`src/hdl/qipid_pkg.sv`:
```
// Package of the quad incremental PID block: widths, register indexes and helpers.
// Used by the channel interfaces, the top level and the checker; depends on nothing.
`default_nettype none

package qipid_pkg;

  localparam int MOTORS     = 4;
  localparam int MOT_W      = 2;
  localparam int GAIN_W     = 16;
  localparam int SPEED_W    = 16;
  localparam int DRIVE_W    = 16;
  localparam int ERR_W      = 17;
  localparam int OPND_W     = 19;
  localparam int PROD_W     = GAIN_W + 1 + OPND_W;
  localparam int SUM_W      = PROD_W + 2;
  localparam int LIMIT_W    = 15;
  localparam int MASK_W     = 4;
  localparam int CFG_DATA_W = 64;
  localparam int CFG_IDX_W  = 3;

  localparam int DEF_GAIN_FRAC_BITS = 8;

  localparam logic [LIMIT_W-1:0] LIMIT_RESET = 15'd2000;

  localparam logic [CFG_IDX_W-1:0] REG_KP    = 3'd0;
  localparam logic [CFG_IDX_W-1:0] REG_KI    = 3'd1;
  localparam logic [CFG_IDX_W-1:0] REG_KD    = 3'd2;
  localparam logic [CFG_IDX_W-1:0] REG_LIMIT = 3'd3;
  localparam logic [CFG_IDX_W-1:0] REG_SLAVE = 3'd4;

  typedef logic signed [SPEED_W-1:0] speed_t;
  typedef logic signed [DRIVE_W-1:0] drive_t;

  // Same-side partner of a motor: half the motor count further on, wrapping.
  function automatic logic [MOT_W-1:0] partner_of(input logic [MOT_W-1:0] m);
    return m + MOT_W'(MOTORS / 2);
  endfunction

endpackage

`default_nettype wire

```
`src/hdl/qipid_if.sv`:
```
// Request channels of the quad incremental PID block: control tick in, drive values out.
// Depends on qipid_pkg for the field types.
`default_nettype none

interface qipid_in_if;
  import qipid_pkg::*;
  logic                valid;
  logic                ready;
  speed_t              target_m0;
  speed_t              target_m1;
  speed_t              target_m2;
  speed_t              target_m3;
  speed_t              speed_m0;
  speed_t              speed_m1;
  speed_t              speed_m2;
  speed_t              speed_m3;
  logic [MASK_W-1:0]   clear_mask;

  modport source(output valid, target_m0, target_m1, target_m2, target_m3,
                 speed_m0, speed_m1, speed_m2, speed_m3, clear_mask, input ready);
  modport sink(input valid, target_m0, target_m1, target_m2, target_m3,
               speed_m0, speed_m1, speed_m2, speed_m3, clear_mask, output ready);
endinterface

interface qipid_out_if;
  import qipid_pkg::*;
  logic   valid;
  logic   ready;
  drive_t drive_m0;
  drive_t drive_m1;
  drive_t drive_m2;
  drive_t drive_m3;

  modport source(output valid, drive_m0, drive_m1, drive_m2, drive_m3, input ready);
  modport sink(input valid, drive_m0, drive_m1, drive_m2, drive_m3, output ready);
endinterface

`default_nettype wire

```
`src/hdl/qipid_ram.sv`:
```
// Generic single-clock RAM with one write port and one registered read port.
// Self-contained; holds the per-motor controller state of the PID block.
`default_nettype none

module qipid_ram #(
  parameter int WIDTH = 8,
  parameter int DEPTH = 4,
  localparam int AW = (DEPTH > 1) ? $clog2(DEPTH) : 1
) (
  input  logic             clk,
  input  logic             we,
  input  logic [AW-1:0]    waddr,
  input  logic [WIDTH-1:0] wdata,
  input  logic [AW-1:0]    raddr,
  output logic [WIDTH-1:0] rdata
);

  logic [WIDTH-1:0] mem [DEPTH];
  logic [WIDTH-1:0] rdata_r;

  always_ff @(posedge clk) begin
    if (we) begin
      mem[waddr] <= wdata;
    end
    rdata_r <= mem[raddr];
  end

  assign rdata = rdata_r;

endmodule

`default_nettype wire

```
`src/hdl/quad_incremental_pid_with_slaving.sv`:
```
// Four-motor incremental velocity PID with partner slaving.
// The input channel takes one control tick: target and measured speed per motor and
// a mask of motors whose accumulator and error history are zeroed first. The output
// channel returns one request with the four drive values of that tick.
// Configuration writes (gains, limit, slave mask) arrive on the cfg_ port; the user must
// send them only while idle, and the block itself does not enforce it. Each tick runs
// from acceptance through one memory read, then per motor a load step, the three gain
// products through the one shared multiplier and the write-back of the state entry,
// then one step to resolve slaved motors. Only then does the block return to idle and
// take a new tick, so ticks are worked on one at a time. The next tick may be accepted
// while the previous result still waits; its result is held until the output register
// is free, so a stalled receiver only holds off the final step.
// Reset returns gains to zero, the limit to 2000, clears the slave mask and the drive
// values, and marks every state entry stale so it reads as zero until written.
// Depends on qipid_pkg, qipid_if and qipid_ram.
`default_nettype none

module quad_incremental_pid_with_slaving #(
  parameter int GAIN_FRAC_BITS = qipid_pkg::DEF_GAIN_FRAC_BITS
) (
  input  logic                             clk,
  input  logic                             rst_n,
  qipid_in_if.sink                         in_chan,
  qipid_out_if.source                      out_chan,
  input  logic                             cfg_we,
  input  logic [qipid_pkg::CFG_IDX_W-1:0]  cfg_index,
  input  logic [qipid_pkg::CFG_DATA_W-1:0] cfg_data
);
  import qipid_pkg::*;

  localparam int ACC_W = ERR_W + GAIN_FRAC_BITS;
  localparam int ENT_W = 2 * ERR_W + ACC_W;

  localparam logic [3:0] ST_IDLE = 4'd0;
  localparam logic [3:0] ST_RD   = 4'd1;
  localparam logic [3:0] ST_LD   = 4'd2;
  localparam logic [3:0] ST_M0   = 4'd3;
  localparam logic [3:0] ST_M1   = 4'd4;
  localparam logic [3:0] ST_M2   = 4'd5;
  localparam logic [3:0] ST_AD   = 4'd6;
  localparam logic [3:0] ST_WB   = 4'd7;
  localparam logic [3:0] ST_FIN  = 4'd8;

  logic [3:0]              state_r, state_nxt;
  logic [MOT_W-1:0]        mot_r;
  logic [CFG_DATA_W-1:0]   kp_r, ki_r, kd_r;
  logic [LIMIT_W-1:0]      limit_r;
  logic [MASK_W-1:0]       slave_r;
  logic [MASK_W-1:0]       zap_r;
  logic                    out_valid_r;

  speed_t                  tgt_r [MOTORS];
  speed_t                  spd_r [MOTORS];
  logic [MASK_W-1:0]       clr_r;
  logic signed [ERR_W-1:0] e_r, e1_r, e2_r;
  logic signed [OPND_W-1:0] d1_r, d2_r;
  logic signed [ACC_W-1:0] acc_r;
  logic signed [PROD_W-1:0] prod_r;
  logic signed [SUM_W-1:0] sum_r;
  drive_t                  drive_r [MOTORS];
  drive_t                  out_drive_r [MOTORS];

  logic                    in_acc;
  logic                    out_free;
  logic                    zap_c;
  logic [ENT_W-1:0]        ram_rdata, ram_wdata;
  logic [MOT_W-1:0]        ram_raddr;
  logic                    ram_we;
  logic signed [ERR_W-1:0] ep_c, ep2_c, e_c;
  logic signed [ACC_W-1:0] accq_c, accn_c;
  logic signed [OPND_W-1:0] d1_c, d2_c, opnd_c;
  logic [GAIN_W-1:0]       gain_c;
  logic signed [GAIN_W:0]  gain_s_c;
  logic signed [PROD_W-1:0] prod_c;
  logic signed [SUM_W-1:0] lim_c, clamp_c;
  logic [ACC_W-1:0]        mag_c;
  drive_t                  drive_c;
  drive_t                  nd_c [MOTORS];
  logic [MASK_W-1:0]       slave_new_c;

  assign in_acc   = in_chan.valid && in_chan.ready;
  assign out_free = !out_valid_r || out_chan.ready;
  assign in_chan.ready = (state_r == ST_IDLE);

  assign out_chan.valid    = out_valid_r;
  assign out_chan.drive_m0 = out_drive_r[0];
  assign out_chan.drive_m1 = out_drive_r[1];
  assign out_chan.drive_m2 = out_drive_r[2];
  assign out_chan.drive_m3 = out_drive_r[3];

  // Per-motor state memory: {error_prev, error_prev2, drive_accum}.
  qipid_ram #(
    .WIDTH(ENT_W),
    .DEPTH(MOTORS)
  ) u_state_ram (
    .clk  (clk),
    .we   (ram_we),
    .waddr(mot_r),
    .wdata(ram_wdata),
    .raddr(ram_raddr),
    .rdata(ram_rdata)
  );

  assign ram_raddr = (state_r == ST_WB) ? mot_r + MOT_W'(1) : mot_r;
  assign ram_we    = (state_r == ST_WB);

  // A stale or cleared entry reads as zero history.
  assign zap_c  = zap_r[mot_r] | clr_r[mot_r];
  assign ep_c   = zap_c ? '0 : ram_rdata[ENT_W-1 -: ERR_W];
  assign ep2_c  = zap_c ? '0 : ram_rdata[ACC_W +: ERR_W];
  assign accq_c = zap_c ? '0 : ram_rdata[ACC_W-1:0];
  assign e_c    = ERR_W'(tgt_r[mot_r]) - ERR_W'(spd_r[mot_r]);
  assign d1_c   = OPND_W'(e_c) - OPND_W'(ep_c);
  assign d2_c   = OPND_W'(e_c) - (OPND_W'(ep_c) <<< 1) + OPND_W'(ep2_c);

  always_comb begin
    case (state_r)
      ST_M0: begin
        gain_c = kp_r[mot_r*GAIN_W +: GAIN_W];
        opnd_c = d1_r;
      end
      ST_M1: begin
        gain_c = ki_r[mot_r*GAIN_W +: GAIN_W];
        opnd_c = OPND_W'(e_r);
      end
      default: begin
        gain_c = kd_r[mot_r*GAIN_W +: GAIN_W];
        opnd_c = d2_r;
      end
    endcase
  end

  assign gain_s_c = $signed({1'b0, gain_c});
  assign prod_c   = gain_s_c * opnd_c;

  assign lim_c = $signed(SUM_W'({limit_r, {GAIN_FRAC_BITS{1'b0}}}));

  always_comb begin
    if (sum_r > lim_c) begin
      clamp_c = lim_c;
    end else if (sum_r < -lim_c) begin
      clamp_c = -lim_c;
    end else begin
      clamp_c = sum_r;
    end
  end

  assign accn_c  = ACC_W'(clamp_c);
  assign mag_c   = accn_c[ACC_W-1] ? ACC_W'(-accn_c) : ACC_W'(accn_c);
  assign drive_c = accn_c[ACC_W-1] ? -DRIVE_W'(mag_c >> GAIN_FRAC_BITS)
                                   : DRIVE_W'(mag_c >> GAIN_FRAC_BITS);

  assign ram_wdata = slave_r[mot_r] ? {e1_r, e2_r, acc_r} : {e_r, e1_r, accn_c};

  // Slaved motors resolve in increasing index order against current values.
  always_comb begin
    for (int m = 0; m < MOTORS; m++) begin
      nd_c[m] = drive_r[m];
    end
    for (int m = 0; m < MOTORS; m++) begin
      if (slave_r[m]) begin
        nd_c[m] = -nd_c[partner_of(MOT_W'(m))];
      end
    end
  end

  assign slave_new_c = cfg_data[MASK_W-1:0];

  always_comb begin
    state_nxt = state_r;
    unique case (state_r)
      ST_IDLE: if (in_acc) state_nxt = ST_RD;
      ST_RD:   state_nxt = ST_LD;
      ST_LD:   state_nxt = ST_M0;
      ST_M0:   state_nxt = ST_M1;
      ST_M1:   state_nxt = ST_M2;
      ST_M2:   state_nxt = ST_AD;
      ST_AD:   state_nxt = ST_WB;
      ST_WB:   state_nxt = (mot_r == MOT_W'(MOTORS - 1)) ? ST_FIN : ST_LD;
      ST_FIN:  if (out_free) state_nxt = ST_IDLE;
      default: state_nxt = ST_IDLE;
    endcase
  end

  always_ff @(posedge clk) begin
    if (!rst_n) begin
      state_r     <= ST_IDLE;
      mot_r       <= '0;
      kp_r        <= '0;
      ki_r        <= '0;
      kd_r        <= '0;
      limit_r     <= LIMIT_RESET;
      slave_r     <= '0;
      zap_r       <= '1;
      out_valid_r <= 1'b0;
      for (int m = 0; m < MOTORS; m++) begin
        drive_r[m] <= '0;
      end
    end else begin
      state_r <= state_nxt;
      if (cfg_we) begin
        unique case (cfg_index)
          REG_KP:    kp_r <= cfg_data;
          REG_KI:    ki_r <= cfg_data;
          REG_KD:    kd_r <= cfg_data;
          REG_LIMIT: limit_r <= cfg_data[LIMIT_W-1:0];
          REG_SLAVE: begin
            slave_r <= slave_new_c;
            zap_r   <= zap_r | (slave_new_c ^ slave_r);
          end
          default: ;
        endcase
      end
      if (in_acc) begin
        mot_r <= '0;
      end
      if (state_r == ST_WB) begin
        mot_r        <= mot_r + MOT_W'(1);
        zap_r[mot_r] <= 1'b0;
        if (!slave_r[mot_r]) begin
          drive_r[mot_r] <= drive_c;
        end
      end
      if (state_r == ST_FIN && out_free) begin
        out_valid_r <= 1'b1;
        for (int m = 0; m < MOTORS; m++) begin
          drive_r[m] <= nd_c[m];
        end
      end else if (out_valid_r && out_chan.ready) begin
        out_valid_r <= 1'b0;
      end
    end
  end

  always_ff @(posedge clk) begin
    if (in_acc) begin
      tgt_r[0] <= in_chan.target_m0;
      tgt_r[1] <= in_chan.target_m1;
      tgt_r[2] <= in_chan.target_m2;
      tgt_r[3] <= in_chan.target_m3;
      spd_r[0] <= in_chan.speed_m0;
      spd_r[1] <= in_chan.speed_m1;
      spd_r[2] <= in_chan.speed_m2;
      spd_r[3] <= in_chan.speed_m3;
      clr_r    <= in_chan.clear_mask;
    end
    if (state_r == ST_LD) begin
      e_r   <= e_c;
      e1_r  <= ep_c;
      e2_r  <= ep2_c;
      acc_r <= accq_c;
      d1_r  <= d1_c;
      d2_r  <= d2_c;
    end
    if (state_r == ST_M0 || state_r == ST_M1 || state_r == ST_M2) begin
      prod_r <= prod_c;
    end
    if (state_r == ST_M1) begin
      sum_r <= SUM_W'(acc_r) + SUM_W'(prod_r);
    end else if (state_r == ST_M2 || state_r == ST_AD) begin
      sum_r <= sum_r + SUM_W'(prod_r);
    end
    if (state_r == ST_FIN && out_free) begin
      for (int m = 0; m < MOTORS; m++) begin
        out_drive_r[m] <= nd_c[m];
      end
    end
  end

endmodule

`default_nettype wire

```
`src/flat_wrapper.sv`:
```
// flat-port wrapper written by rule: the top's interface ports become plain ports
module quad_incremental_pid_with_slaving_flat import qipid_pkg::*;
#(
  parameter int GAIN_FRAC_BITS = qipid_pkg::DEF_GAIN_FRAC_BITS
)
  (clk, rst_n, cfg_we, cfg_index, cfg_data, in_chan_valid, in_chan_target_m0, in_chan_target_m1, in_chan_target_m2, in_chan_target_m3, in_chan_speed_m0, in_chan_speed_m1, in_chan_speed_m2, in_chan_speed_m3, in_chan_clear_mask, in_chan_ready, out_chan_valid, out_chan_drive_m0, out_chan_drive_m1, out_chan_drive_m2, out_chan_drive_m3, out_chan_ready);
  qipid_in_if in_chan_i ();
  qipid_out_if out_chan_i ();
  input  logic clk;
  input  logic rst_n;
  input  logic cfg_we;
  input  logic [qipid_pkg::CFG_IDX_W-1:0] cfg_index;
  input  logic [qipid_pkg::CFG_DATA_W-1:0] cfg_data;
  input wire logic [$bits(in_chan_i.valid)-1:0] in_chan_valid;
  input wire logic [$bits(in_chan_i.target_m0)-1:0] in_chan_target_m0;
  input wire logic [$bits(in_chan_i.target_m1)-1:0] in_chan_target_m1;
  input wire logic [$bits(in_chan_i.target_m2)-1:0] in_chan_target_m2;
  input wire logic [$bits(in_chan_i.target_m3)-1:0] in_chan_target_m3;
  input wire logic [$bits(in_chan_i.speed_m0)-1:0] in_chan_speed_m0;
  input wire logic [$bits(in_chan_i.speed_m1)-1:0] in_chan_speed_m1;
  input wire logic [$bits(in_chan_i.speed_m2)-1:0] in_chan_speed_m2;
  input wire logic [$bits(in_chan_i.speed_m3)-1:0] in_chan_speed_m3;
  input wire logic [$bits(in_chan_i.clear_mask)-1:0] in_chan_clear_mask;
  output wire logic [$bits(in_chan_i.ready)-1:0] in_chan_ready;
  output wire logic [$bits(out_chan_i.valid)-1:0] out_chan_valid;
  output wire logic [$bits(out_chan_i.drive_m0)-1:0] out_chan_drive_m0;
  output wire logic [$bits(out_chan_i.drive_m1)-1:0] out_chan_drive_m1;
  output wire logic [$bits(out_chan_i.drive_m2)-1:0] out_chan_drive_m2;
  output wire logic [$bits(out_chan_i.drive_m3)-1:0] out_chan_drive_m3;
  input wire logic [$bits(out_chan_i.ready)-1:0] out_chan_ready;
  assign in_chan_i.valid = in_chan_valid;
  assign in_chan_i.target_m0 = in_chan_target_m0;
  assign in_chan_i.target_m1 = in_chan_target_m1;
  assign in_chan_i.target_m2 = in_chan_target_m2;
  assign in_chan_i.target_m3 = in_chan_target_m3;
  assign in_chan_i.speed_m0 = in_chan_speed_m0;
  assign in_chan_i.speed_m1 = in_chan_speed_m1;
  assign in_chan_i.speed_m2 = in_chan_speed_m2;
  assign in_chan_i.speed_m3 = in_chan_speed_m3;
  assign in_chan_i.clear_mask = in_chan_clear_mask;
  assign in_chan_ready = in_chan_i.ready;
  assign out_chan_valid = out_chan_i.valid;
  assign out_chan_drive_m0 = out_chan_i.drive_m0;
  assign out_chan_drive_m1 = out_chan_i.drive_m1;
  assign out_chan_drive_m2 = out_chan_i.drive_m2;
  assign out_chan_drive_m3 = out_chan_i.drive_m3;
  assign out_chan_i.ready = out_chan_ready;
  quad_incremental_pid_with_slaving #(.GAIN_FRAC_BITS(GAIN_FRAC_BITS)) u_core (.clk(clk), .rst_n(rst_n), .in_chan(in_chan_i), .out_chan(out_chan_i), .cfg_we(cfg_we), .cfg_index(cfg_index), .cfg_data(cfg_data));
endmodule
```
`config.mk`:
```
export PLATFORM = sky130hd
export DESIGN_NAME = quad_incremental_pid_with_slaving_flat
export DESIGN_NICKNAME = d
export VERILOG_FILES = /design/src/hdl/qipid_pkg.sv /design/src/hdl/qipid_if.sv /design/src/hdl/qipid_ram.sv /design/src/hdl/quad_incremental_pid_with_slaving.sv /design/src/flat_wrapper.sv
export SDC_FILE = /design/constraint.sdc
export NUM_CORES = 2
export LEC_CHECK = 0
export ABC_AREA = 1
export BUFFER_PORTS_ARGS = -buffer_cell sky130_fd_sc_hd__buf_2
export CORE_UTILIZATION = 60
export DETAILED_ROUTE_END_ITERATION = 12
export PLACE_DENSITY = 0.78
export SLEW_MARGIN = 20
export SYNTH_ARGS = -nofsm -noshare
export SYNTH_HDL_FRONTEND = slang
export SYNTH_SLANG_ARGS = --single-unit
```
`constraint.sdc`:
```
create_clock -name clk -period 11 [get_ports clk]
set_input_delay 1.65 -clock clk [delete_from_list [all_inputs] [get_ports clk]]
set_output_delay 1.65 -clock clk [all_outputs]
set_load 0.03 [all_outputs]
```
# After elaboration in Yosys (flattened, before gate mapping)

Memory sizes are Yosys's and may differ from the RTL's. A register that Yosys moved wholly into a read port is not among the register bits.
Index checks and enable logic that the tools add are counted.

Muxes and demuxes: 60
Shifts and indexed selects: 3
Reduce and logical (&&, ||, !) cells: 21
Eq/ne operators: 15
Add/subtract/negate cells: 14
Bitwise logic cells: 9
Order comparisons: 4
Multipliers: 1

Operators with widths:

| kind               | count |
|---|---|
| $shiftx A64 B7 Y16 | 3 |
| $mux W16           | 10 |
| $neg A16 Y16       | 5 |
| $mux W38           | 2 |
| $mux W59           | 1 |
| $mux W25           | 2 |
| $add A38 B36 Y38   | 1 |
| $gt A38 B24 Y1     | 1 |
| $lt A38 B38 Y1     | 1 |
| $neg A23 Y38       | 1 |
| $pmux W19 S2       | 1 |
| $add A25 B36 Y37   | 1 |
| $mul A17 B19 Y36   | 1 |
| $pmux W4 S9        | 1 |
| $mux W17           | 2 |
| $pmux W16 S2       | 1 |
| $mux W4            | 7 |
| $mux W24           | 1 |
| $neg A24 Y24       | 1 |
| $mux W1            | 20 |
| $add A19 B17 Y19   | 1 |
| $sub A17 B18 Y19   | 1 |
| $sub A17 B17 Y18   | 1 |
| $sub A16 B16 Y17   | 1 |
| other kinds (29)   | 60 |

Memories: 5
Output and inout bits: 66
Register bits: 414
Word-level logic and storage cells: 150
Memory bits (writable): 492

Memory list:

| memory                 | words | width | read ports | clocked after Yosys merged registers in | write ports | line                                    | RTL |
|---|---|---|---|---|---|---|---|
| u_core.u_state_ram.mem | 4     | 59    | 1          | 1                                       | 1           | qipid_ram.sv:18                         | `logic [WIDTH-1:0] mem [DEPTH];` |
| u_core.drive_r         | 4     | 16    | 4          | 0                                       | 4           | quad_incremental_pid_with_slaving.sv:60 | `drive_t drive_r [MOTORS];` |
| u_core.out_drive_r     | 4     | 16    | 4          | 0                                       | 4           | quad_incremental_pid_with_slaving.sv:61 | `drive_t out_drive_r [MOTORS];` |
| u_core.spd_r           | 4     | 16    | 1          | 1                                       | 4           | quad_incremental_pid_with_slaving.sv:53 | `speed_t spd_r [MOTORS];` |
| u_core.tgt_r           | 4     | 16    | 1          | 1                                       | 4           | quad_incremental_pid_with_slaving.sv:52 | `speed_t tgt_r [MOTORS];` |

# Logic depth before layout (Yosys ltp)

Depth after elaboration: 9
Depth in mapped cells: 44
Gate-level depth less buffers: 43

# Cells and area by module

A second synthesis with hierarchy kept.

Cells, all modules: 6703
Area, all modules: 58890.2 sq um

Modules (own cells, without submodules):

| module                            | seq. area each (sq um) | instances | cells each | area each (sq um) |
|---|---|---|---|---|
| quad_incremental_pid_with_slaving | 17907.2                | 1         | 5712       | 47802.1 |
| qipid_ram                         | 8267.9                 | 1         | 991        | 11088.1 |

# Worst setup path before layout

Ideal clock, no wire load.

Path kind: register to register
Start point: register u_core.state_r[2]
End point: register u_core.acc_r[0] (enable)
Setup slack: 1623 ps
Cell stages (with the launch flop): 4
Arrival time: 8630 ps
Clock period less this slack: 9377 ps
Required time: 10254 ps
Path buffers: 0
Library setup time: 746 ps
Cell sequence: dfxtp_1 -> nor2_1 -> inv_1 -> nor3b_1

Cells in the longest elaborated chain, start to end: 1

RTL lines:

| item                   | line                                     | RTL |
|---|---|---|
| from (decl)            | quad_incremental_pid_with_slaving.sv:44  | `logic [3:0] state_r, state_nxt;` |
| from (signal assigned) | quad_incremental_pid_with_slaving.sv:200 | `state_r <= state_nxt;` |
| $eq A4 B2 Y1           | quad_incremental_pid_with_slaving.sv:247 | `if (state_r == ST_LD) begin` |
| to (signal assigned)   | quad_incremental_pid_with_slaving.sv:251 | `acc_r <= accq_c;` |
| to (decl)              | quad_incremental_pid_with_slaving.sv:57  | `logic signed [ACC_W-1:0] acc_r;` |

Every way passes these cells.
A chain may end at the register's enable or synchronous reset.

# Worst setup path in the final report

Start point: register u_core.state_r[1]
End point: register u_core.prod_r[34], data pin

Cells in the longest elaborated chain, start to end: 3
Elaborated cells between the ends (all ways): 5
Those cells by class: 1 x mul; 2 x eq/ne; 2 x mux

RTL lines:

| item                                         | line                                     | RTL |
|---|---|---|
| $eq A4 B3 Y1 or $eq A4 B2 Y1 (tied branches) | quad_incremental_pid_with_slaving.sv:117 | `case (state_r)` |
| $pmux W16 S2 or $pmux W19 S2 (tied branches) | quad_incremental_pid_with_slaving.sv:117 |  |
| $mul A17 B19 Y36 *                           | quad_incremental_pid_with_slaving.sv:134 | `assign prod_c = gain_s_c * opnd_c;` |
| net u_core.prod_c[34]                        | quad_incremental_pid_with_slaving.sv:74  | `logic signed [PROD_W-1:0] prod_c;` |
| to (signal assigned)                         | quad_incremental_pid_with_slaving.sv:256 | `prod_r <= prod_c;` |
| to (decl)                                    | quad_incremental_pid_with_slaving.sv:58  | `logic signed [PROD_W-1:0] prod_r;` |

Mark *: on every way through the listed nets, which the timed path passes. The rest lies on a longest branch.

==> results.md <==
* Outcome: finished clean
* Largest vdd supply drop at 0.605 mV
* Combinational Power Share at a little over half
* Register bit count reported by yosys at 966
* Int Pwr at 10,200 µW
* Fill cell count at 7,507
* Critical-path maximum fanout at 26
* ANT nets after route at 0
* Max frequency at about 110 MHz
* Commonest non-fill, non-tap cell in the layout: nand2_1
* Die ar. at 97,600 µm²
* Post-CTS Setup Inserts at 0
* Final setup TNS at 0 ps
* Cell Count Post-Placement at between 7,000 and 8,000
* Hold Path Class: flop to flop
* Mapped cell area at about 58,000 µm²
* Nets at 7,263
* Slew margin rel. at between 20% and 30%
* Final design area excluding fillers at approximately 64,000 µm²
* WL final at 158 mm
* Clock-pin slew on the worst setup and hold paths at 60 ps
* Clock sinks at around 970
* Root Buffer: clkbuf_16
* Period utilisation layout at 85.8%
* Synth async-reset ratio at 0%
* CP startpoint kind: flop
* CP Capture Type: flop
* GPL Wtd Cong at 0.997
* Overflow after GRT at 0
* Pwr/cell area at 282 nW/µm²
* Fin cells at 7,820
* Fin. max-slew vios at 0
* Overall Power at 18,000 µW
* DR WL/cell at 20.2 µm
* Initial Util at about three fifths
* Via count at 45,139
* Detailed Place HPWL at roughly 110 mm
* Max_cap viols at 0
* Tmin final at around 9400 ps
* Share of the synthesized area in the top cell type at 35.5%
* Deepest clock path buffer count at 3
* Synth top area cells: edfxtp_1 35%, fa_1 11%, dfxtp_1 9.8%
* Die Height at 312 µm
* TritonCTS Buffers at 98
* Synthesis warning total at 0
* GRT Total Usage at 32.4%
* Setup violators final at 0
* Clk network pwr share at 19.2%
* Worst EP arrival at slightly below 10,000 ps
* CTS tree: done
* Crit Path Class: flop to flop
* Skew-Pair Late Insertion Delay at about 700 ps
* Core Box Area at 95,300 µm²
* Seq pwr share at 26.6%
* Layout cells sized above 1 at approximately 9.9%
* # resized after CTS at 0
* Sw Pwr at about 7800 µW
* Clock Skews at between 20 and 30 ps
* Area Overhead vs Synth at 10.2%
* FP Rows at about 110
* Post-synth EDFFs at 683
* Worst path slowest cell: inv_1
* Switching Share at ~44%
* Commonest cells after routing, fill and taps aside: 1,183 x nand2_1, 811 x nor2_1, 770 x inv_1
* Synth area leader: edfxtp_1
* CTS Hold Buffers Added at 0
* Cells after synthesis at 6,281
* RSZ-0062 raised after global routing: no
* Post-DP Area at 60,300 µm²
* Final hold vios at 0
* First-pass GRT wire length at 245 mm
* DR vias/cell at 5.77
* Main synth FF type: edfxtp_1
* I/O pins at 270
* Largest net degree at the start of global routing at 124
* Netlist cell types at 66
* Seq/Total Area, Yosys at 45.3%
* Number of antenna violations at the first check in global routing at 19
* Die width at roughly 310 µm
* Mean Syn Cell Area at 9.21 µm²
* DRC violations left at 0
* Htree depth at 3
* Vias in the first global route at between 40,000 and 50,000
* Port Buffers at 269
* Syn_nets at just over 7,000
* Static Leakage at 0.0279 µW
* CP Data Required Time at 11,430 ps
* Iter 0 DRT Violations at 4,460
* First drt pass iteration count at 6
* Worst-Margin Slew at approximately 1100 ps
* Max incr delay on CP at 600 ps
==> worst paths after layout <==
kind,from,endpoint,slack (ps),cells after the start
worst max-delay path,u_core.state_r[1],u_core.prod_r[34],1560,30
worst min-delay path,u_core.u_state_ram.mem[1][24],u_core.u_state_ram.rdata[24],480,2
worst max register to register,u_core.state_r[1],u_core.prod_r[34],1560,30
worst min register to register,u_core.u_state_ram.mem[1][24],u_core.u_state_ram.rdata[24],480,2
==> flip-flops by register name (all words and copies together) (netlist names), 36 cells and up, named ones only <==
name / flops
u_core.ki_r: 64
u_core.sum_r: 38
u_core.kd_r: 64
u_core.prod_r: 36
u_core.drive_r: 64
u_core.tgt_r: 64
u_core.spd_r: 64
u_core.kp_r: 64
u_core.u_state_ram.mem: 236
u_core.out_drive_r: 64
u_core.u_state_ram.rdata: 59
==> cells by family after synthesis <==
kind of cell | count (synthesis) | share of synthesized area [%]
adders and majority gates | 599 | 17.2
xor gates and xnor gates | 158 | 2.43
DFF | 966 | 45.3
buffers and inverters | 1032 | 6.75
AOI/OAI and AO/OA | 1094 | 10.5
and+or+nand+nor | 2371 | 16.8
muxes | 61 | 1.06
==> synthesized netlist by cell type, drive strengths merged (2+ instances only) <==
cell,n
nand3,157
buf,30
a211oi,2
and3,2
nor2,851
o21bai,9
a311oi,3
ha,271
nor4,3
nand3b,7
clkinv,9
xor2,105
o21a,10
o22ai,31
nand2,1206
a21boi,5
a21o,4
xnor2,53
o31ai,13
nand4,37
fa,328
nor3,30
inv,784
a31oi,13
edfxtp,683
clkbuf,209
or2,69
and2,6
dfxtp,283
a21oi,284
a22o,3
o21ai,589
o211ai,76
a221oi,23
o221ai,6
mux2i,60
a32o,17
==> power by group through the flow <==
stage	Combinational (µW)	Sequential (µW)	Clock, µW
global placement	9350	4850	0
global route	11000	4800	3610
CTS	9670	4780	3480
finish	9750	4790	3450
detailed placement	9590	4860	0
floorplan	7070	4790	0
==> routing by layer <==
layer / vias up / GRT usage, % / part of all wire (%) / routed length (µm)
met5: - / 0 / 0.030 / 48
met4: 8 / 18.8 / 6.3 / 9930
met3: 469 / 5.32 / 7.5 / 11800
met2: 2004 / 53.3 / 48 / 75000
met1: 21614 / 40.6 / 39 / 60900
li1: 21044 / - / - / -
==> cell type report <==
| class | count | area [µm²] | share of cell area (%) |
|---|---|---|---|
| timing repair buffer | 318 | 1720 | 2.69 |
| clock inverter | 57 | 654 | 1.03 |
| clock buffer | 128 | 2690 | 4.22 |
| sequential | 966 | 26200 | 41.1 |
| inverter | 793 | 2980 | 4.68 |
| multi-input combinational | 4283 | 27900 | 43.8 |
| tap | 1265 | 1580 | 2.48 |
| antenna | 10 | 25.0 | 0.0393 |
==> critical path, delay by kind of cell (launching register included) <==
| family | cells | cell delay [ps] |
|---|---|---|
| compound gates | 8 | 2310 |
| flops | 1 | 410 |
| simple gates | 9 | 2180 |
| fa+ha+maj | 7 | 3070 |
| buf+inv | 5 | 1000 |
| xor+xnor | 1 | 120 |
==> through the flow <==
step	hold WS (ps)	worst slack [ps]	utilization (%)
floorplan	425	1620	-
global placement	454	1780	63.3
detailed placement	467	1660	63.3
CTS	478	1620	66.8
global route	491	1060	66.9
finish	475	1560	66.9
Power figures use the tool's default switching activity.
